==> src/design/ftsm_pkg.sv <==
// types, codes and helpers shared by the frame time and memory statistics monitor
package ftsm_pkg;

   localparam logic [2:0] OP_SETUP  = 3'd0;
   localparam logic [2:0] OP_BEGIN  = 3'd1;
   localparam logic [2:0] OP_END    = 3'd2;
   localparam logic [2:0] OP_SWITCH = 3'd3;
   localparam logic [2:0] OP_CLEAR  = 3'd4;

   localparam logic [2:0] CMD_SETUP  = 3'd0;
   localparam logic [2:0] CMD_BEGIN  = 3'd1;
   localparam logic [2:0] CMD_END    = 3'd2;
   localparam logic [2:0] CMD_SWITCH = 3'd3;
   localparam logic [2:0] CMD_CLEAR  = 3'd4;
   localparam logic [2:0] CMD_NONE   = 3'd7;

   localparam logic [31:0] FPS_SCALE = 32'd10000000;
   localparam logic [15:0] MODE_UNSET = 16'hFFFF;

   localparam int DIV_STEPS = 32;
   localparam int DIV_CNT_W = 5;

   typedef struct packed {
      logic [2:0]         opcode;
      logic signed [15:0] mode_id;
      logic [31:0]        free_memory;
      logic [31:0]        time_us;
   } req_word_type;

   typedef struct packed {
      logic signed [15:0] current_mode;
      logic [31:0]        frames_counted;
      logic [31:0]        last_frame_us;
      logic [31:0]        average_frame_us;
      logic [31:0]        worst_frame_us;
      logic [31:0]        lowest_free_overall;
      logic [31:0]        lowest_free_in_mode;
      logic [31:0]        free_before_frame;
      logic [31:0]        free_after_frame;
      logic [31:0]        startup_free;
      logic [31:0]        mode_switches;
      logic [23:0]        fps_tenths;
   } rsp_word_type;

   typedef struct packed {
      logic [2:0]  kind;
      logic [15:0] mode;
      logic [31:0] sample;
      logic [31:0] now;
   } cmd_type;

   typedef struct packed {
      logic    push;
      cmd_type cmd;
   } q_push_type;

   typedef struct packed {
      logic    valid;
      cmd_type cmd;
   } q_head_type;

   typedef struct packed {
      logic        start;
      logic [31:0] dividend;
      logic [31:0] divisor;
   } div_req_type;

   typedef struct packed {
      logic        busy;
      logic        done;
      logic [31:0] quotient;
   } div_rsp_type;

   // zero minimum means unset
   function automatic logic [31:0] min_track(logic [31:0] cur, logic [31:0] sample);
      return ((cur == 32'd0) || (sample < cur)) ? sample : cur;
   endfunction

endpackage

==> src/design/ftsm_front.sv <==
// front end: takes request words and classifies them into queue commands
module ftsm_front (
   input  logic                  req_valid,
   output logic                  req_stall,
   input  ftsm_pkg::req_word_type req_word,
   input  logic                  q_full,
   output ftsm_pkg::q_push_type  q_push
);
   import ftsm_pkg::*;

   logic [2:0] kind;

   always_comb begin
      case (req_word.opcode)
         OP_SETUP:  kind = CMD_SETUP;
         OP_BEGIN:  kind = CMD_BEGIN;
         OP_END:    kind = CMD_END;
         OP_SWITCH: kind = CMD_SWITCH;
         OP_CLEAR:  kind = CMD_CLEAR;
         default:   kind = CMD_NONE;
      endcase
   end

   assign req_stall         = q_full;
   assign q_push.push       = req_valid && !q_full;
   assign q_push.cmd.kind   = kind;
   assign q_push.cmd.mode   = req_word.mode_id;
   assign q_push.cmd.sample = req_word.free_memory;
   assign q_push.cmd.now    = req_word.time_us;

endmodule

==> src/design/ftsm_queue.sv <==
// short command queue between front end and back end
module ftsm_queue #(
   parameter int DEPTH = 4
) (
   input  logic                 clock,
   input  logic                 reset,
   input  ftsm_pkg::q_push_type q_push,
   output logic                 q_full,
   output ftsm_pkg::q_head_type q_head,
   input  logic                 q_pop
);
   import ftsm_pkg::*;

   localparam int IDX_W = $clog2(DEPTH);
   localparam int CNT_W = $clog2(DEPTH + 1);

   cmd_type          slots_ff [DEPTH];
   logic [IDX_W-1:0] wr_ptr_ff, wr_ptr_in;
   logic [IDX_W-1:0] rd_ptr_ff, rd_ptr_in;
   logic [CNT_W-1:0] count_ff, count_in;
   logic             do_push, do_pop;

   assign q_full       = (count_ff == CNT_W'(DEPTH));
   assign q_head.valid = (count_ff != '0);
   assign q_head.cmd   = slots_ff[rd_ptr_ff];
   assign do_push      = q_push.push && !q_full;
   assign do_pop       = q_pop && q_head.valid;

   always_comb begin
      wr_ptr_in = wr_ptr_ff;
      rd_ptr_in = rd_ptr_ff;
      count_in  = count_ff;
      if (do_push) begin
         wr_ptr_in = (wr_ptr_ff == IDX_W'(DEPTH - 1)) ? '0 : wr_ptr_ff + 1'b1;
      end
      if (do_pop) begin
         rd_ptr_in = (rd_ptr_ff == IDX_W'(DEPTH - 1)) ? '0 : rd_ptr_ff + 1'b1;
      end
      if (do_push && !do_pop) begin
         count_in = count_ff + 1'b1;
      end else if (do_pop && !do_push) begin
         count_in = count_ff - 1'b1;
      end
   end

   always_ff @(posedge clock) begin
      if (reset) begin
         wr_ptr_ff <= '0;
         rd_ptr_ff <= '0;
         count_ff  <= '0;
      end else begin
         wr_ptr_ff <= wr_ptr_in;
         rd_ptr_ff <= rd_ptr_in;
         count_ff  <= count_in;
      end
   end

   always_ff @(posedge clock) begin
      if (do_push) begin
         slots_ff[wr_ptr_ff] <= q_push.cmd;
      end
   end

endmodule

==> src/design/ftsm_div.sv <==
// shared restoring divider, one quotient bit per cycle
module ftsm_div (
   input  logic                  clock,
   input  logic                  reset,
   input  ftsm_pkg::div_req_type div_req,
   output ftsm_pkg::div_rsp_type div_rsp
);
   import ftsm_pkg::*;

   logic                 busy_ff, busy_in;
   logic                 done_ff, done_in;
   logic [DIV_CNT_W-1:0] cnt_ff, cnt_in;
   logic [31:0]          quo_ff, quo_in;
   logic [31:0]          rem_ff, rem_in;
   logic [31:0]          divisor_ff, divisor_in;
   logic [32:0]          shifted;
   logic [32:0]          trial;

   assign shifted = {rem_ff, quo_ff[31]};
   assign trial   = shifted - {1'b0, divisor_ff};

   always_comb begin
      busy_in    = busy_ff;
      done_in    = 1'b0;
      cnt_in     = cnt_ff;
      quo_in     = quo_ff;
      rem_in     = rem_ff;
      divisor_in = divisor_ff;
      if (busy_ff) begin
         if (!trial[32]) begin
            rem_in = trial[31:0];
            quo_in = {quo_ff[30:0], 1'b1};
         end else begin
            rem_in = shifted[31:0];
            quo_in = {quo_ff[30:0], 1'b0};
         end
         cnt_in = cnt_ff + 1'b1;
         if (cnt_ff == DIV_CNT_W'(DIV_STEPS - 1)) begin
            busy_in = 1'b0;
            done_in = 1'b1;
         end
      end else if (div_req.start) begin
         busy_in    = 1'b1;
         cnt_in     = '0;
         quo_in     = div_req.dividend;
         rem_in     = '0;
         divisor_in = div_req.divisor;
      end
   end

   always_ff @(posedge clock) begin
      if (reset) begin
         busy_ff <= 1'b0;
         done_ff <= 1'b0;
         cnt_ff  <= '0;
      end else begin
         busy_ff <= busy_in;
         done_ff <= done_in;
         cnt_ff  <= cnt_in;
      end
   end

   always_ff @(posedge clock) begin
      quo_ff     <= quo_in;
      rem_ff     <= rem_in;
      divisor_ff <= divisor_in;
   end

   assign div_rsp.busy     = busy_ff;
   assign div_rsp.done     = done_ff;
   assign div_rsp.quotient = quo_ff;

endmodule

==> src/design/ftsm_back.sv <==
// back end: statistics registers, average and fps updates, result register
module ftsm_back (
   input  logic                   clock,
   input  logic                   reset,
   input  ftsm_pkg::q_head_type   q_head,
   output logic                   q_pop,
   output ftsm_pkg::div_req_type  div_req,
   input  ftsm_pkg::div_rsp_type  div_rsp,
   output logic                   rsp_valid,
   input  logic                   rsp_stall,
   output ftsm_pkg::rsp_word_type rsp_word
);
   import ftsm_pkg::*;

   localparam logic [1:0] ST_IDLE    = 2'd0;
   localparam logic [1:0] ST_DIV_AVG = 2'd1;
   localparam logic [1:0] ST_DIV_FPS = 2'd2;
   localparam logic [1:0] ST_PUB     = 2'd3;

   logic [1:0]   state_ff, state_in;
   logic [15:0]  mode_ff, mode_in;
   logic [31:0]  startup_ff, startup_in;
   logic [31:0]  min_ff, min_in;
   logic [31:0]  mode_min_ff, mode_min_in;
   logic [31:0]  before_ff, before_in;
   logic [31:0]  after_ff, after_in;
   logic [31:0]  start_ff, start_in;
   logic [31:0]  last_ff, last_in;
   logic [31:0]  avg_ff, avg_in;
   logic [31:0]  worst_ff, worst_in;
   logic [31:0]  count_ff, count_in;
   logic [31:0]  switch_ff, switch_in;
   logic [23:0]  fps_ff, fps_in;
   logic         sub_ff, sub_in;
   logic         rsp_valid_ff, rsp_valid_in;
   rsp_word_type rsp_word_ff, rsp_word_in;
   cmd_type      cmd;
   logic [31:0]  dur;
   logic [31:0]  avg_new;
   logic         reset_mode;

   assign cmd     = q_head.cmd;
   assign dur     = cmd.now - start_ff;
   assign avg_new = sub_ff ? (avg_ff - div_rsp.quotient) : (avg_ff + div_rsp.quotient);
   assign q_pop   = (state_ff == ST_IDLE) && q_head.valid;

   always_comb begin
      reset_mode = 1'b0;
      case (cmd.kind)
         CMD_SETUP:  reset_mode = 1'b1;
         CMD_BEGIN:  reset_mode = (mode_ff != cmd.mode);
         CMD_SWITCH: reset_mode = 1'b1;
         CMD_CLEAR:  reset_mode = 1'b1;
         default:    reset_mode = 1'b0;
      endcase
   end

   always_comb begin
      state_in     = state_ff;
      mode_in      = mode_ff;
      startup_in   = startup_ff;
      min_in       = min_ff;
      mode_min_in  = mode_min_ff;
      before_in    = before_ff;
      after_in     = after_ff;
      start_in     = start_ff;
      last_in      = last_ff;
      avg_in       = avg_ff;
      worst_in     = worst_ff;
      count_in     = count_ff;
      switch_in    = switch_ff;
      fps_in       = fps_ff;
      sub_in       = sub_ff;
      rsp_valid_in = rsp_valid_ff && rsp_stall;
      rsp_word_in  = rsp_word_ff;
      div_req      = '0;

      case (state_ff)
         ST_IDLE: begin
            if (q_head.valid) begin
               state_in = ST_PUB;
               if (cmd.kind == CMD_SETUP) begin
                  startup_in = cmd.sample;
                  min_in     = cmd.sample;
               end
               if (cmd.kind == CMD_CLEAR) begin
                  min_in = cmd.sample;
               end
               if ((cmd.kind == CMD_SWITCH) || (cmd.kind == CMD_BEGIN && reset_mode)) begin
                  switch_in = switch_ff + 32'd1;
               end
               if (reset_mode) begin
                  mode_in     = cmd.mode;
                  before_in   = '0;
                  after_in    = '0;
                  mode_min_in = cmd.sample;
                  last_in     = '0;
                  avg_in      = '0;
                  worst_in    = '0;
                  count_in    = '0;
                  fps_in      = '0;
                  min_in      = min_track(min_in, cmd.sample);
               end
               if (cmd.kind == CMD_BEGIN) begin
                  before_in   = cmd.sample;
                  min_in      = min_track(min_in, cmd.sample);
                  mode_min_in = min_track(mode_min_in, cmd.sample);
                  start_in    = cmd.now;
               end
               if (cmd.kind == CMD_END) begin
                  after_in    = cmd.sample;
                  min_in      = min_track(min_ff, cmd.sample);
                  mode_min_in = min_track(mode_min_ff, cmd.sample);
                  last_in     = dur;
                  fps_in      = '0;
                  if (dur > worst_ff) begin
                     worst_in = dur;
                  end
                  count_in = (count_ff == 32'hFFFF_FFFF) ? count_ff : count_ff + 32'd1;
                  if (count_in == 32'd1) begin
                     avg_in = dur;
                     if (dur != 32'd0) begin
                        div_req.start    = 1'b1;
                        div_req.dividend = FPS_SCALE;
                        div_req.divisor  = dur;
                        state_in         = ST_DIV_FPS;
                     end
                  end else begin
                     sub_in           = (dur < avg_ff);
                     div_req.start    = 1'b1;
                     div_req.dividend = (dur < avg_ff) ? (avg_ff - dur) : (dur - avg_ff);
                     div_req.divisor  = count_in;
                     state_in         = ST_DIV_AVG;
                  end
               end
            end
         end
         ST_DIV_AVG: begin
            if (div_rsp.done) begin
               avg_in = avg_new;
               if (avg_new != 32'd0) begin
                  div_req.start    = 1'b1;
                  div_req.dividend = FPS_SCALE;
                  div_req.divisor  = avg_new;
                  state_in         = ST_DIV_FPS;
               end else begin
                  state_in = ST_PUB;
               end
            end
         end
         ST_DIV_FPS: begin
            if (div_rsp.done) begin
               fps_in   = div_rsp.quotient[23:0];
               state_in = ST_PUB;
            end
         end
         ST_PUB: begin
            if (!rsp_valid_ff || !rsp_stall) begin
               rsp_valid_in                     = 1'b1;
               rsp_word_in.current_mode         = mode_ff;
               rsp_word_in.frames_counted       = count_ff;
               rsp_word_in.last_frame_us        = last_ff;
               rsp_word_in.average_frame_us     = avg_ff;
               rsp_word_in.worst_frame_us       = worst_ff;
               rsp_word_in.lowest_free_overall  = min_ff;
               rsp_word_in.lowest_free_in_mode  = mode_min_ff;
               rsp_word_in.free_before_frame    = before_ff;
               rsp_word_in.free_after_frame     = after_ff;
               rsp_word_in.startup_free         = startup_ff;
               rsp_word_in.mode_switches        = switch_ff;
               rsp_word_in.fps_tenths           = fps_ff;
               state_in                         = ST_IDLE;
            end
         end
         default: begin
            state_in = ST_IDLE;
         end
      endcase
   end

   always_ff @(posedge clock) begin
      if (reset) begin
         state_ff     <= ST_IDLE;
         mode_ff      <= MODE_UNSET;
         startup_ff   <= '0;
         min_ff       <= '0;
         mode_min_ff  <= '0;
         before_ff    <= '0;
         after_ff     <= '0;
         start_ff     <= '0;
         last_ff      <= '0;
         avg_ff       <= '0;
         worst_ff     <= '0;
         count_ff     <= '0;
         switch_ff    <= '0;
         fps_ff       <= '0;
         sub_ff       <= 1'b0;
         rsp_valid_ff <= 1'b0;
      end else begin
         state_ff     <= state_in;
         mode_ff      <= mode_in;
         startup_ff   <= startup_in;
         min_ff       <= min_in;
         mode_min_ff  <= mode_min_in;
         before_ff    <= before_in;
         after_ff     <= after_in;
         start_ff     <= start_in;
         last_ff      <= last_in;
         avg_ff       <= avg_in;
         worst_ff     <= worst_in;
         count_ff     <= count_in;
         switch_ff    <= switch_in;
         fps_ff       <= fps_in;
         sub_ff       <= sub_in;
         rsp_valid_ff <= rsp_valid_in;
      end
   end

   always_ff @(posedge clock) begin
      rsp_word_ff <= rsp_word_in;
   end

   assign rsp_valid = rsp_valid_ff;
   assign rsp_word  = rsp_word_ff;

   a_pub_div_idle: assert property (@(posedge clock) disable iff (reset)
      (state_ff == ST_PUB) |-> !div_rsp.busy)
      else $error("divider busy while publishing");

   a_fps_needs_avg: assert property (@(posedge clock) disable iff (reset)
      (fps_ff != 24'd0) |-> (avg_ff != 32'd0))
      else $error("fps set with zero average");

   a_last_le_worst: assert property (@(posedge clock) disable iff (reset)
      (last_ff <= worst_ff))
      else $error("last frame exceeds worst frame");

   a_pop_leaves_idle: assert property (@(posedge clock) disable iff (reset)
      q_pop |=> (state_ff != ST_IDLE))
      else $error("back end stayed idle after pop");

endmodule

==> src/design/frame_time_memory_stats_monitor.sv <==
// top level of the frame time and free memory statistics monitor
// Every request word (setup, begin frame, end frame, mode change, stats reset or an unknown
// opcode) returns one snapshot word. Setup, begin, mode change, stats reset and unknown opcodes
// pass through the back end without the divider. An end-frame word takes two 32-step passes
// through the shared restoring divider (average step by frame count, then 10000000 by the
// average), or one pass when one is enough (first frame of a mode, or an average that lands
// on zero), and none when the first frame of a mode has zero length. A word accepted with the
// queue empty and the back end idle is taken by the back end on the next edge, and a short
// word's snapshot then goes from the back end's publish state into the result register.
// Requests are queued QUEUE_DEPTH deep ahead of the back end, and a finished snapshot sits
// in the result register while the back end works on the next word; a stalled result holds
// the back end once its next snapshot is ready.
module frame_time_memory_stats_monitor #(
   parameter int QUEUE_DEPTH = 4
) (
   input  logic                   clock,
   input  logic                   reset,
   input  logic                   req_valid,
   output logic                   req_stall,
   input  ftsm_pkg::req_word_type req_word,
   output logic                   rsp_valid,
   input  logic                   rsp_stall,
   output ftsm_pkg::rsp_word_type rsp_word
);
   import ftsm_pkg::*;

   q_push_type  q_push;
   q_head_type  q_head;
   logic        q_full;
   logic        q_pop;
   div_req_type div_req;
   div_rsp_type div_rsp;

   ftsm_front u_front (
      .req_valid (req_valid),
      .req_stall (req_stall),
      .req_word  (req_word),
      .q_full    (q_full),
      .q_push    (q_push)
   );

   ftsm_queue #(
      .DEPTH (QUEUE_DEPTH)
   ) u_queue (
      .clock  (clock),
      .reset  (reset),
      .q_push (q_push),
      .q_full (q_full),
      .q_head (q_head),
      .q_pop  (q_pop)
   );

   ftsm_div u_div (
      .clock   (clock),
      .reset   (reset),
      .div_req (div_req),
      .div_rsp (div_rsp)
   );

   ftsm_back u_back (
      .clock     (clock),
      .reset     (reset),
      .q_head    (q_head),
      .q_pop     (q_pop),
      .div_req   (div_req),
      .div_rsp   (div_rsp),
      .rsp_valid (rsp_valid),
      .rsp_stall (rsp_stall),
      .rsp_word  (rsp_word)
   );

endmodule

==> config.mk <==
export PLATFORM = sky130hd
export DESIGN_NAME = frame_time_memory_stats_monitor
export DESIGN_NICKNAME = d
export VERILOG_FILES = /design/src/design/ftsm_pkg.sv /design/src/design/ftsm_front.sv /design/src/design/ftsm_queue.sv /design/src/design/ftsm_div.sv /design/src/design/ftsm_back.sv /design/src/design/frame_time_memory_stats_monitor.sv
export SDC_FILE = /design/constraint.sdc
export NUM_CORES = 2
export LEC_CHECK = 0
export ABC_AREA = 1
export BUFFER_PORTS_ARGS = -buffer_cell sky130_fd_sc_hd__clkbuf_2
export CAP_MARGIN = 25
export CORE_UTILIZATION = 30
export CTS_CLUSTER_DIAMETER = 100
export DETAILED_ROUTE_END_ITERATION = 12
export GPL_ROUTABILITY_DRIVEN = 0
export PLACE_DENSITY = 0.53
export RECOVER_POWER = 25
export SYNTH_ARGS = -nofsm -noshare
export SYNTH_HDL_FRONTEND = slang
export SYNTH_SLANG_ARGS = --single-unit
==> constraint.sdc <==
create_clock -name clock -period 65.6 [get_ports clock]
set_clock_uncertainty 0.05 [all_clocks]
set_input_delay 13.12 -clock clock [delete_from_list [all_inputs] [get_ports clock]]
set_output_delay 13.12 -clock clock [all_outputs]
set_load 0.01 [all_outputs]
==> results by group <==
Clocking
  • Clk Latency, worst-skew pair: 0.81 ns
  • CTS tree: done
  • Clock Path Buffers: 3
  • Clock Tree Root: clkbuf_16
  • Clock slew at reported path FFs: 0.06 ns
  • Resize count post-CTS: 0
  • # clock sinks: 1,200
  • Cts hold-fix bufs: 0
  • CTS Buf Count: 145
  • Setup bufs post-CTS: 0
  • H-tree levels: 4

Critical path
  • Critical Path Sink Type: flop
  • CP Launch Type: input port
  • Most frequent CP cell: buf_4
  • CP Data Arrival Time: 16.39 ns
  • CP max stage cell: buf_4
  • Critical path data required time: 66.26 ns
  • Peak fanout along the critical path: 97
  • Family with the most delay on the worst path: buffers and inverters
  • Worst path bufs/invs: 5
  • Critical path class: in2reg
  • CP peak stage delay: 0.84 ns
  • CP Cell Sequence: buf_8, buf_4, buf_4, buf_4, a21oi_1, nand2_1, inv_1

Detailed routing
  • Pre-antenna DRT Iters: 6
  • Antenna Nets Post-Route: 0
  • Routed WL per cell: 21.2 um
  • Via count: 48,900
  • Initial detailed-routing violation count: 4,404
  • Routed WL: 204,000 um
  • Post-route DRC: 0
  • DR vias/cell: 5.08

Global route
  • Initial antenna violation count: 25
  • Global route total overflow: 0
  • Gr usage total: 19.6%
  • Vias in the first global route: 46,500
  • First-pass GRT wire length: 301,000 um
  • Largest net degree at the start of global routing: 147

Synth
  • Async S/R FF share, synth: 0%
  • Post-synthesis net count: 6,911
  • #FFs+latches synth: 1,200
  • Seq/Total Area, Yosys: 53.2%
  • Synth Instances: 6,460
  • Post-synth EDFFs: 788
  • Avg Inst Size Synth: 9.29 um2
  • Warnings from Yosys: 0
  • Mapped Area: 0.0600 mm2
  • Synth Flop Type: edfxtp_1
  • Post-synthesis cell type count: 69

Final layout
  • Synth-to-Final Area Change: 16.7%
  • Non-filler cells in the finished layout: 9,623
  • Share of cells above drive strength 1: 11.6%
  • Max reg flops: 360
  • Nets: 7,306

Run
  • Max capacitance violation total: 7

Floorplan
  • Row cnt: 163
  • Die height: 449 um
  • Core area: 0.198 mm2
  • Initial core utilization: 30.3%
  • Die area: 0.202 mm2
  • Horiz. Die Dim: 449 um
  • # IOs: 449

Status
  • Failing checks: capacitance limit, slew limit
  • Status: finished with violations

STA
  • Min Clock Period, post-route: 15.73 ns
  • Actual slew at the worst max-slew pin: 3.39 ns
  • Max-slew violation count: 327
  • Max transition margin: -126%
  • Setup tns final: 0 ns
  • Fmax: 0.0636 GHz
  • RSZ-0062 raised after global routing: no
  • Final setup fails: 0
  • Fin. Hold Viols: 0
  • Crit share post-route: 24.0%
  • Worst Hold Margin: 0.366 ns

Min path
  • HP Class: reg2reg

Placement
  • Port-buffer cells: 448
  • DP HPWL: 147,000 um
  • Cell total after placement: 9,344
[routing by layer]
| metal | up-vias | global-route usage [%] | wire length [um] |
|---|---|---|---|
| met5 | - | 0 | 156 |
| met4 | 22 | 8.96 | 9760 |
| met3 | 398 | 3.38 | 12700 |
| met2 | 1674 | 32.9 | 97400 |
| met1 | 23400 | 24.5 | 83800 |
| li1 | 23300 | - | - |
[Yosys cell counts (all sizes together) (64+ instances only)]
library cell	number	area share (%)
a31oi	78	0.81
o211ai	70	0.88
o21ai	561	4.8
nand3	350	2.9
nor3	64	0.55
a21oi	629	5.2
nand2	1191	7.5
inv	675	4.2
xor2	102	1.5
dfxtp	412	14
ha	358	7.5
xnor2	73	1.1
nand4	69	0.72
edfxtp	788	39
clkbuf	190	1.2
buf	91	0.91
o22ai	75	0.78
a211oi	67	0.84
nor2	387	2.4
[placed cells by master (no fill, tap or decap), types with 12 or more instances in the layout]
cell,n
nand2_1,1182
edfxtp_1,788
inv_1,654
a21oi_1,627
o21ai_0,487
clkbuf_2,435
dfxtp_1,411
nor2_1,375
ha_1,358
nand3_1,350
clkbuf_16,145
xor2_1,102
a31oi_1,78
o22ai_1,75
xnor2_1,73
o211ai_1,70
nand4_1,69
buf_4,68
a211oi_1,67
o21ai_1,60
nor3_1,60
clkbuf_1,49
nor4_1,45
o21a_1,42
clkinv_1,23
clkinv_2,20
inv_2,17
a221oi_1,15
o221ai_1,13
o21ai_2,13
bufinv_16,13
o21bai_1,12
clkinvlp_4,12
[final timing paths]
kind / end / from / cells past startpoint / slack (ns)
setup / recovery: u_back.mode_min_ff[0]$_SDFFE_PP0P_ / reset / 7 / 49.87
hold / removal: u_back.rsp_word[289]$_DFFE_PP_ / u_back.last_ff[9]$_SDFFE_PP0P_ / 0 / 0.37
setup reg to reg: u_div.quo_ff[7]$_DFFE_PP_ / flop / 29 / 53.81
hold reg to reg: u_back.rsp_word[289]$_DFFE_PP_ / u_back.last_ff[9]$_SDFFE_PP0P_ / 0 / 0.37
[final cells by class]
type	count	area, um2
Fill cell	20100	128000
Sequential cell	1200	31900
Multi-Input combinational cell	4299	24400
Clock buffer	182	3830
Tap cell	2640	3300
Timing Repair Buffer	529	2920
Inverter	680	2560
Clock inverter	90	1130
Antenna cell	3	7.51
[kinds of logic (layout without fill, tap and decap cells)]
kind of cell,count (synthesis),in the layout,share of synthesized area [%]
other,0,3,0
xor gates and xnor gates,175,175,2.56
AOI/OAI and AO/OA,1609,1609,15.1
and+or+nand+nor,2145,2145,15.1
muxes,6,6,0.106
buffers and inverters,961,1481,6.35
adders and majority gates,364,364,7.67
DFF,1200,1200,53.2
[through the flow]
| step | instance area (um2) | setup WS (ns) | util (%) |
|---|---|---|---|
| floorplan | 60000 | 34.40 | - |
| global placement | 65000 | 49.06 | 32.8 |
| detailed placement | 65000 | 49.08 | 32.8 |
| CTS | 70000 | 49.96 | 35.3 |
| global route | 70000 | 49.74 | 35.4 |
| finish | 70000 | 49.87 | 35.4 |
Power is not shown: default switching activity piles up to over one toggle a cycle in this logic, so the estimate is an artifact.
